==> config.mk <==
export PLATFORM = sky130hd
export DESIGN_NAME = fixed_block_free_list_allocator_top
export DESIGN_NICKNAME = d
export VERILOG_FILES = /design/src/design/fbfa_pkg.sv /design/src/design/fbfa_ctrl.sv /design/src/design/fbfa_dp.sv /design/src/design/fixed_block_free_list_allocator_top.sv
export SDC_FILE = /design/constraint.sdc
export NUM_CORES = 2
export LEC_CHECK = 0
export BUFFER_PORTS_ARGS = -buffer_cell sky130_fd_sc_hd__buf_2
export CORE_UTILIZATION = 30
export CTS_BUF_LIST = sky130_fd_sc_hd__clkbuf_8
export DETAILED_ROUTE_END_ITERATION = 6
export SLEW_MARGIN = 5
export SYNTH_ARGS = -nofsm -noshare
export SYNTH_HDL_FRONTEND = slang
export SYNTH_SLANG_ARGS = --single-unit
==> constraint.sdc <==
create_clock -name clk -period 11.5 [get_ports clk]
set_input_delay 1.15 -clock clk [delete_from_list [all_inputs] [get_ports clk]]
set_output_delay 1.15 -clock clk [all_outputs]
set_load 0.005 [all_outputs]
==> src/design/fbfa_pkg.sv <==
package fbfa_pkg;

	// Pool geometry
	localparam int NUM_BLOCKS = 256;
	localparam int WORD_BYTES = 8;
	localparam int WORD_SHIFT = $clog2(WORD_BYTES);

	// Field widths
	localparam int IDX_W   = $clog2(NUM_BLOCKS);
	localparam int CNT_W   = IDX_W + 1;
	localparam int SIZE_W  = 13;
	localparam int QSZ_W   = SIZE_W - WORD_SHIFT + 1;
	localparam int PROD_W  = IDX_W + QSZ_W;
	localparam int OFF_W   = 21;
	localparam int STAT_W  = 2;
	localparam int CFG_IDX_W  = 2;
	localparam int CFG_DATA_W = SIZE_W;

	// Three pool header words plus the block's own header word
	localparam int LEAD_WORDS = 4;

	// Register reset values
	localparam int RST_BLOCK_COUNT = 256;
	localparam int RST_BLOCK_SIZE  = 8;

	// Register indexes
	localparam logic [CFG_IDX_W-1:0] CFG_BLOCK_COUNT = CFG_IDX_W'(0);
	localparam logic [CFG_IDX_W-1:0] CFG_BLOCK_SIZE  = CFG_IDX_W'(1);

	// Request types
	localparam logic REQ_ALLOC = 1'b0;
	localparam logic REQ_FREE  = 1'b1;

	// Status codes
	localparam logic [STAT_W-1:0] STAT_OK    = STAT_W'(0);
	localparam logic [STAT_W-1:0] STAT_EMPTY = STAT_W'(1);
	localparam logic [STAT_W-1:0] STAT_RANGE = STAT_W'(2);

	// Controller to datapath commands
	typedef struct packed {
		logic latch_req;
		logic commit;
	} fbfa_cmd_t;

	// Clamp a written block count to 1..NUM_BLOCKS
	function automatic logic [CNT_W-1:0] eff_count(input logic [CNT_W-1:0] bc);
		logic [CNT_W-1:0] n;
		n = bc;
		if (n == '0)
			n = CNT_W'(1);
		if (n > CNT_W'(NUM_BLOCKS))
			n = CNT_W'(NUM_BLOCKS);
		return n;
	endfunction

	// Link of block k right after a rebuild with n blocks
	function automatic logic [IDX_W-1:0] reset_link(input logic [IDX_W-1:0] k,
		input logic [CNT_W-1:0] n);
		logic [CNT_W-1:0] k1;
		k1 = {1'b0, k} + CNT_W'(1);
		return (k1 < n) ? k1[IDX_W-1:0] : '0;
	endfunction

	// Size in words plus one pad word and one header word
	function automatic logic [QSZ_W-1:0] stride_words(input logic [SIZE_W-1:0] sz);
		return QSZ_W'(sz >> WORD_SHIFT) + QSZ_W'(2);
	endfunction

endpackage

==> src/design/fbfa_ctrl.sv <==
module fbfa_ctrl
	import fbfa_pkg::*;
(
	input  logic      clk,
	input  logic      arst_n,
	input  logic      req_valid,
	output logic      req_stall,
	output logic      rsp_valid,
	input  logic      rsp_stall,
	output fbfa_cmd_t cmd
);

	localparam logic ST_IDLE = 1'b0;
	localparam logic ST_EXEC = 1'b1;

	logic state_q;
	logic rsp_valid_q;
	logic accept;
	logic commit;

	// Take a request only when idle; the result register may still be full
	assign req_stall = (state_q != ST_IDLE);
	assign accept    = req_valid && !req_stall;
	// Finish once the result register is empty or draining this cycle
	assign commit    = (state_q == ST_EXEC) && (!rsp_valid_q || !rsp_stall);

	assign cmd.latch_req = accept;
	assign cmd.commit    = commit;
	assign rsp_valid     = rsp_valid_q;

	// State and result-valid flag
	always_ff @(posedge clk or negedge arst_n) begin
		if (!arst_n) begin
			state_q     <= ST_IDLE;
			rsp_valid_q <= 1'b0;
		end else begin
			unique case (state_q)
				ST_IDLE: if (accept) state_q <= ST_EXEC;
				ST_EXEC: if (commit) state_q <= ST_IDLE;
				default: state_q <= ST_IDLE;
			endcase
			if (commit)
				rsp_valid_q <= 1'b1;
			else if (!rsp_stall)
				rsp_valid_q <= 1'b0;
		end
	end

endmodule

==> src/design/fbfa_dp.sv <==
module fbfa_dp
	import fbfa_pkg::*;
(
	input  logic                  clk,
	input  logic                  arst_n,
	input  logic                  cfg_we,
	input  logic [CFG_IDX_W-1:0]  cfg_index,
	input  logic [CFG_DATA_W-1:0] cfg_data,
	input  logic                  req_type,
	input  logic [IDX_W-1:0]      block_index,
	input  fbfa_cmd_t             cmd,
	output logic [STAT_W-1:0]     status,
	output logic [IDX_W-1:0]      alloc_index,
	output logic [OFF_W-1:0]      byte_offset,
	output logic [CNT_W-1:0]      free_count
);

	// Configuration-derived state
	logic [CNT_W-1:0]  cnt_q;
	logic [QSZ_W-1:0]  qsz_q;
	// Free list state
	logic [IDX_W-1:0]  head_q;
	logic [CNT_W-1:0]  free_q;
	logic [NUM_BLOCKS-1:0] vld_q;
	logic [IDX_W-1:0]  link_mem [NUM_BLOCKS];
	logic [IDX_W-1:0]  rd_link_q;
	logic              rd_vld_q;
	// Latched request
	logic              type_q;
	logic [IDX_W-1:0]  idx_q;
	// Result payload
	logic [STAT_W-1:0] status_q;
	logic [IDX_W-1:0]  aidx_q;
	logic [OFF_W-1:0]  off_q;
	logic [CNT_W-1:0]  fcnt_q;

	logic              cfg_hit;
	logic [CNT_W-1:0]  cnt_new;
	logic [IDX_W-1:0]  head_link;
	logic [PROD_W-1:0] prod;
	logic [PROD_W:0]   words;
	logic [OFF_W-1:0]  off_next;
	logic              do_alloc;
	logic              do_free;
	logic [STAT_W-1:0] stat_next;
	logic [CNT_W-1:0]  free_next;

	assign cfg_hit = cfg_we && (cfg_index == CFG_BLOCK_COUNT || cfg_index == CFG_BLOCK_SIZE);
	assign cnt_new = (cfg_we && cfg_index == CFG_BLOCK_COUNT) ?
		eff_count(cfg_data[CNT_W-1:0]) : cnt_q;

	// Link of the head: an unwritten entry still holds its rebuild value
	assign head_link = rd_vld_q ? rd_link_q : reset_link(head_q, cnt_q);

	// Data offset of the head block
	assign prod     = PROD_W'(head_q) * PROD_W'(qsz_q);
	assign words    = {1'b0, prod} + (PROD_W+1)'(LEAD_WORDS);
	assign off_next = OFF_W'({words, {WORD_SHIFT{1'b0}}});

	// Request decode
	always_comb begin
		do_alloc  = 1'b0;
		do_free   = 1'b0;
		stat_next = STAT_OK;
		free_next = free_q;
		if (type_q == REQ_ALLOC) begin
			if (free_q == '0) begin
				stat_next = STAT_EMPTY;
			end else begin
				do_alloc  = 1'b1;
				free_next = free_q - CNT_W'(1);
			end
		end else begin
			if ({1'b0, idx_q} >= cnt_q) begin
				stat_next = STAT_RANGE;
			end else begin
				do_free = 1'b1;
				if (free_q < cnt_q)
					free_next = free_q + CNT_W'(1);
			end
		end
	end

	// Control state: configuration, list head, counter, link valid bits
	always_ff @(posedge clk or negedge arst_n) begin
		if (!arst_n) begin
			cnt_q  <= CNT_W'(RST_BLOCK_COUNT);
			qsz_q  <= stride_words(SIZE_W'(RST_BLOCK_SIZE));
			head_q <= '0;
			free_q <= CNT_W'(RST_BLOCK_COUNT);
			vld_q  <= '0;
			rd_vld_q <= 1'b0;
		end else begin
			rd_vld_q <= vld_q[head_q];
			if (cfg_hit) begin
				cnt_q  <= cnt_new;
				if (cfg_index == CFG_BLOCK_SIZE)
					qsz_q <= stride_words(cfg_data);
				head_q <= '0;
				free_q <= cnt_new;
				vld_q  <= '0;
			end else if (cmd.commit) begin
				free_q <= free_next;
				if (do_alloc) begin
					head_q <= head_link;
				end else if (do_free) begin
					head_q        <= idx_q;
					vld_q[idx_q]  <= 1'b1;
				end
			end
		end
	end

	// Link memory: one write, one registered read at the head
	always_ff @(posedge clk) begin
		if (cmd.commit && do_free)
			link_mem[idx_q] <= head_q;
		rd_link_q <= link_mem[head_q];
	end

	// Request and result payload
	always_ff @(posedge clk) begin
		if (cmd.latch_req) begin
			type_q <= req_type;
			idx_q  <= block_index;
		end
		if (cmd.commit) begin
			status_q <= stat_next;
			aidx_q   <= do_alloc ? head_q : '0;
			off_q    <= do_alloc ? off_next : '0;
			fcnt_q   <= free_next;
		end
	end

	assign status      = status_q;
	assign alloc_index = aidx_q;
	assign byte_offset = off_q;
	assign free_count  = fcnt_q;

endmodule

==> src/design/fixed_block_free_list_allocator_top.sv <==
// Channel  | handshake             | payload
// ---------+-----------------------+-----------------------------------------------
// request  | req_valid / req_stall | req_type, block_index
// result   | rsp_valid / rsp_stall | status, alloc_index, byte_offset, free_count
// config   | cfg_we                | cfg_index, cfg_data
//
// Each request is taken in the idle state, where the head's next link is read from
// the link memory; the working state then updates the list and loads the result.
// A new request is taken in the cycle after a result is loaded, even while that
// result waits; a stalled result holds the request in the working state.
// Reset and every write to BLOCK_COUNT or BLOCK_SIZE rebuild the free list at once
// through per-block link valid bits; no clearing pass is needed.
module fixed_block_free_list_allocator_top
	import fbfa_pkg::*;
(
	input  logic                  clk,
	input  logic                  arst_n,
	input  logic                  cfg_we,
	input  logic [CFG_IDX_W-1:0]  cfg_index,
	input  logic [CFG_DATA_W-1:0] cfg_data,
	input  logic                  req_valid,
	output logic                  req_stall,
	input  logic                  req_type,
	input  logic [IDX_W-1:0]      block_index,
	output logic                  rsp_valid,
	input  logic                  rsp_stall,
	output logic [STAT_W-1:0]     status,
	output logic [IDX_W-1:0]      alloc_index,
	output logic [OFF_W-1:0]      byte_offset,
	output logic [CNT_W-1:0]      free_count
);

	fbfa_cmd_t cmd;

	// Sequencer
	fbfa_ctrl u_ctrl (
		.clk       (clk),
		.arst_n    (arst_n),
		.req_valid (req_valid),
		.req_stall (req_stall),
		.rsp_valid (rsp_valid),
		.rsp_stall (rsp_stall),
		.cmd       (cmd)
	);

	// Free list, link memory and offset math
	fbfa_dp u_dp (
		.clk         (clk),
		.arst_n      (arst_n),
		.cfg_we      (cfg_we),
		.cfg_index   (cfg_index),
		.cfg_data    (cfg_data),
		.req_type    (req_type),
		.block_index (block_index),
		.cmd         (cmd),
		.status      (status),
		.alloc_index (alloc_index),
		.byte_offset (byte_offset),
		.free_count  (free_count)
	);

endmodule

==> impl_metrics.sql <==
INSERT INTO impl_metrics (metric_group, metric, value, unit) VALUES
('timing', 'tightest_slew', '1.36', 'ns'),
('timing', 'hold_violations', '0', ''),
('min_path', 'type_of_the_worst_min_delay_path', 'input pin to asynchronous set/reset pin', ''),
('logic_synthesis', 'synth.area.mux_share', '15.2', '%'),
('logic_synthesis', 'syn_avg_cell_area', '19.2', 'sq um'),
('logic_synthesis', 'edff_count_synth', '2094', ''),
('logic_synthesis', 'seq_area_frac_synth', '72.6', '%'),
('clock_tree', 'cts_buffers', '405', ''),
('global_routing', 'grt_use_total', '14.6', '%'),
('final_layout', 'finalCoreUtilization', '34.1', '%'),
('timing', 'timing.final.crit_period', '5.44', 'ns'),
('clock_tree', 'cts_tree', 'yes', ''),
('logic_synthesis', 'synth.cell_area', '0.0970', 'sq mm'),
('global_routing', 'grt_max_degree', '182', ''),
('logic_synthesis', 'synth-simple-area-share', '3.72', '%'),
('route', 'drc_errors', '0', ''),
('clock_tree', 'post_cts_resize_count', '0', ''),
('timing', 'grt_setup_unrepaired', 'false', ''),
('power_and_ir_drop', 'vdd.ir_drop.worst', '0.144', 'mV'),
('route', 'viasPerCell', '5.00', ''),
('global_routing', 'first_global_vias', '51200', ''),
('clock_tree', 'clkTransAtPathRegs', '0.07', 'ns'),
('logic_synthesis', 'syn-instance-count', '5066', ''),
('global_routing', 'grt_first_pass_wirelength', '355', 'mm'),
('timing', 'finalHoldWorstSlack', '0.0629', 'ns'),
('final_layout', 'layout_common_cells', 'edfxtp_1 (2094), mux4_2 (594), clkbuf_8 (446)', ''),
('logic_synthesis', 'post_synthesis_cell_type_count', '73', ''),
('setup_path', 'worst_setup_sp_type', 'flop', ''),
('global_routing', 'grt_antenna_before_repair', '12', ''),
('final_layout', 'final_layout_size_suffix_gt1_share', '22.8', '%'),
('setup_path', 'path_buf_inv', '3', ''),
('die', 'top_level_ports', '71', ''),
('die', 'die_area', '0.326', 'sq mm'),
('route', 'wirelength', '242', 'mm'),
('route', 'drt.antenna.violating_nets', '0', ''),
('clock_tree', 'cts-root-to-sink-buffers', '4', ''),
('logic_synthesis', 'synth-main-ff-cell', 'edfxtp_1', ''),
('timing', 'finalClockSkew', '0.114', 'ns'),
('final_layout', 'area_growth_syn_to_layout', '13.0', '%'),
('run_status', 'run_status', 'completed', ''),
('die', 'floorplan.rows', '208', ''),
('die', 'chipHeight', '571', 'microns'),
('final_layout', 'leading_cell_type_in_the_layout_fill_and_taps_excluded', 'edfxtp_1', ''),
('clock_tree', 'cts.sink_count', '2398', ''),
('logic_synthesis', 'synthesis.yosys.warnings', '0', ''),
('timing', 'number_of_max_slew_violations_in_the_final_report', '0', ''),
('die', 'die-width', '571', 'microns'),
('setup_path', 'path_cells', 'buf_12 > buf_4 > buf_4 > mux4_2 > mux4_2 > mux2i_1 > o21ai_0 > nor3_1 > nor3_1', ''),
('placement', 'globalplace.congestion', '0.841', ''),
('timing', 'worst_slack', '6.06', 'ns'),
('flow_run', 'max_cap_violations', '0', ''),
('route', 'post_drt_wl_per_cell', '24.3', 'microns'),
('logic_synthesis', 'synth-compound-area-share', '4.46', '%'),
('logic_synthesis', 'synth.ff_latch_count', '2398', ''),
('logic_synthesis', 'async_flop_share', '12.3', '%'),
('timing', 'worst_slew_margin_rel', '9.06', '%'),
('timing', 'timing.setup.tns', '0', 'ns'),
('setup_path', 'crit_family', 'buffers and inverters', ''),
('final_layout', 'nets', '5473', ''),
('power_and_ir_drop', 'power.static_leakage', '0.0361', 'uW'),
('setup_path', 'endpoint_kind', 'flop', ''),
('setup_path', 'critPathKind', 'flop to flop', ''),
('setup_path', 'critical-path-max-stage-delay', '0.97', 'ns'),
('power_and_ir_drop', 'p_per_area', '207', 'mW/mm^2'),
('timing', 'layout_worst_path_cycle_share', '47.3', '%'),
('placement', 'pre_cts_slack', '5.89', 'ns'),
('timing', 'final-setup-viol-count', '0', ''),
('setup_path', 'crit_path_max_fanout', '122', ''),
('clock_tree', 'worst_skew_pair.late_latency', '1.08', 'ns'),
('placement', 'place_hpwl', '149', 'mm'),
('clock_tree', 'ctsHtreeMaxLevel', '5', '');
metrics by stage:
stage / cells / power (uW) / cell area [sq um]
final: 9956 / 22700 / 110000
after global routing: 9952 / 23600 / 110000
after CTS: 9949 / 22900 / 110000
after detailed placement: 9223 / 15900 / 102000
after global placement: 9223 / 15900 / 102000
after floorplan: 5068 / 14300 / 97000
worst paths after layout:
path	startpoint	to	slack (ns)	cells past startpoint
hold / removal	arst_n	u_ctrl.req_stall	0.06	1
setup reg to reg	u_dp.head_q[0]	u_dp.rd_link_q[0]	6.06	9
setup / recovery	u_dp.head_q[0]	u_dp.rd_link_q[0]	6.06	9
min in group clk	block_index[5]	u_dp.idx_q[5]	0.30	1
hold reg to reg	u_dp.vld_q[198]	u_dp.vld_q[198]	0.48	1
max in group asynchronous	arst_n	u_dp.vld_q[107]	8.67	4
registers in the layout (all words and copies together), names as in the netlist:
name and count:
u_dp.cnt_q 9, u_dp.rd_vld_q 1, u_dp.vld_q 256, u_dp.rd_link_q 8
u_dp.qsz_q 11, u_dp.idx_q 8, u_dp.free_count 9, u_dp.byte_offset 18
u_dp.alloc_index 8, u_dp.head_q 8, u_ctrl.rsp_valid 1, u_dp.free_q 9
u_dp.type_q 1, u_ctrl.req_stall 1, u_dp.link_mem 2048, u_dp.status 2
kinds of logic (layout without fill, tap and decap cells):
family | Yosys count | in the layout
buffers and inverters | 388 | 964
muxes | 728 | 728
xor gates and xnor gates | 32 | 32
AOI/OAI and AO/OA | 599 | 599
DFF | 2398 | 2398
adders and majority gates | 119 | 119
and+or+nand+nor | 801 | 801
other | 1 | 10
synthesized netlist by cell type (all sizes together) (4+ instances only):
master,n,share of area [%]
edfxtp,2094,65
mux4,594,14
nor2,312,1.2
dfrtp,292,7.5
o21a,262,2.0
nand2,210,0.82
clkbuf,156,0.60
buf,145,0.84
mux2i,132,1.4
inv,87,0.34
and2,85,0.55
a22oi,73,0.56
a21oi,72,0.37
ha,65,0.84
nand3,56,0.29
fa,54,1.1
nor3,53,0.27
o21ai,39,0.21
nand4,32,0.21
o22ai,30,0.19
o221ai,27,0.24
a211oi,25,0.20
xnor2,20,0.18
nand2b,16,0.10
a22o,13,0.12
xor2,12,0.11
nor2b,10,0.064
and3,9,0.058
o311a,9,0.093
dfxtp,8,0.17
a31oi,7,0.045
o31ai,6,0.046
a221oi,4,0.036
dfstp,4,0.11
nand3b,4,0.044
nor4,4,0.026
o21bai,4,0.043
or3,4,0.026
or4,4,0.039
routing by layer:
layer	vias to the layer above	wire [microns]	GRT usage, %
li1	20900	-	-
met1	26600	103000	20.0
met2	1878	114000	23.2
met3	391	18000	3.29
met4	4	6250	4.46
met5	-	26	0
power breakdown:
group | switching [uW] | internal (uW) | total (uW)
Combinational | 3160 | 1960 | 5120
Clock | 3360 | 3650 | 7010
Sequential | 320 | 10300 | 10600
worst register-to-register path, cell delays in order, from the launching register on:
cell     delay [ns]
dfrtp_4        0.97
buf_12         0.67
buf_4          0.89
buf_4          0.90
mux4_2         0.62
mux4_2         0.48
mux2i_1        0.29
o21ai_0        0.25
nor3_1         0.21
nor3_1         0.08
final cells by class:
cell class	count	area, sq um
Sequential cell	2398	70500
Tap cell	4305	5390
Antenna cell	7	17.5
Timing Repair Buffer	151	1110
Clock inverter	280	1280
Inverter	87	327
Clock buffer	446	6140
Multi-Input combinational cell	2282	24900
Fill cell	30100	212000
No activity file was read; power rests on OpenSTA's default activity.
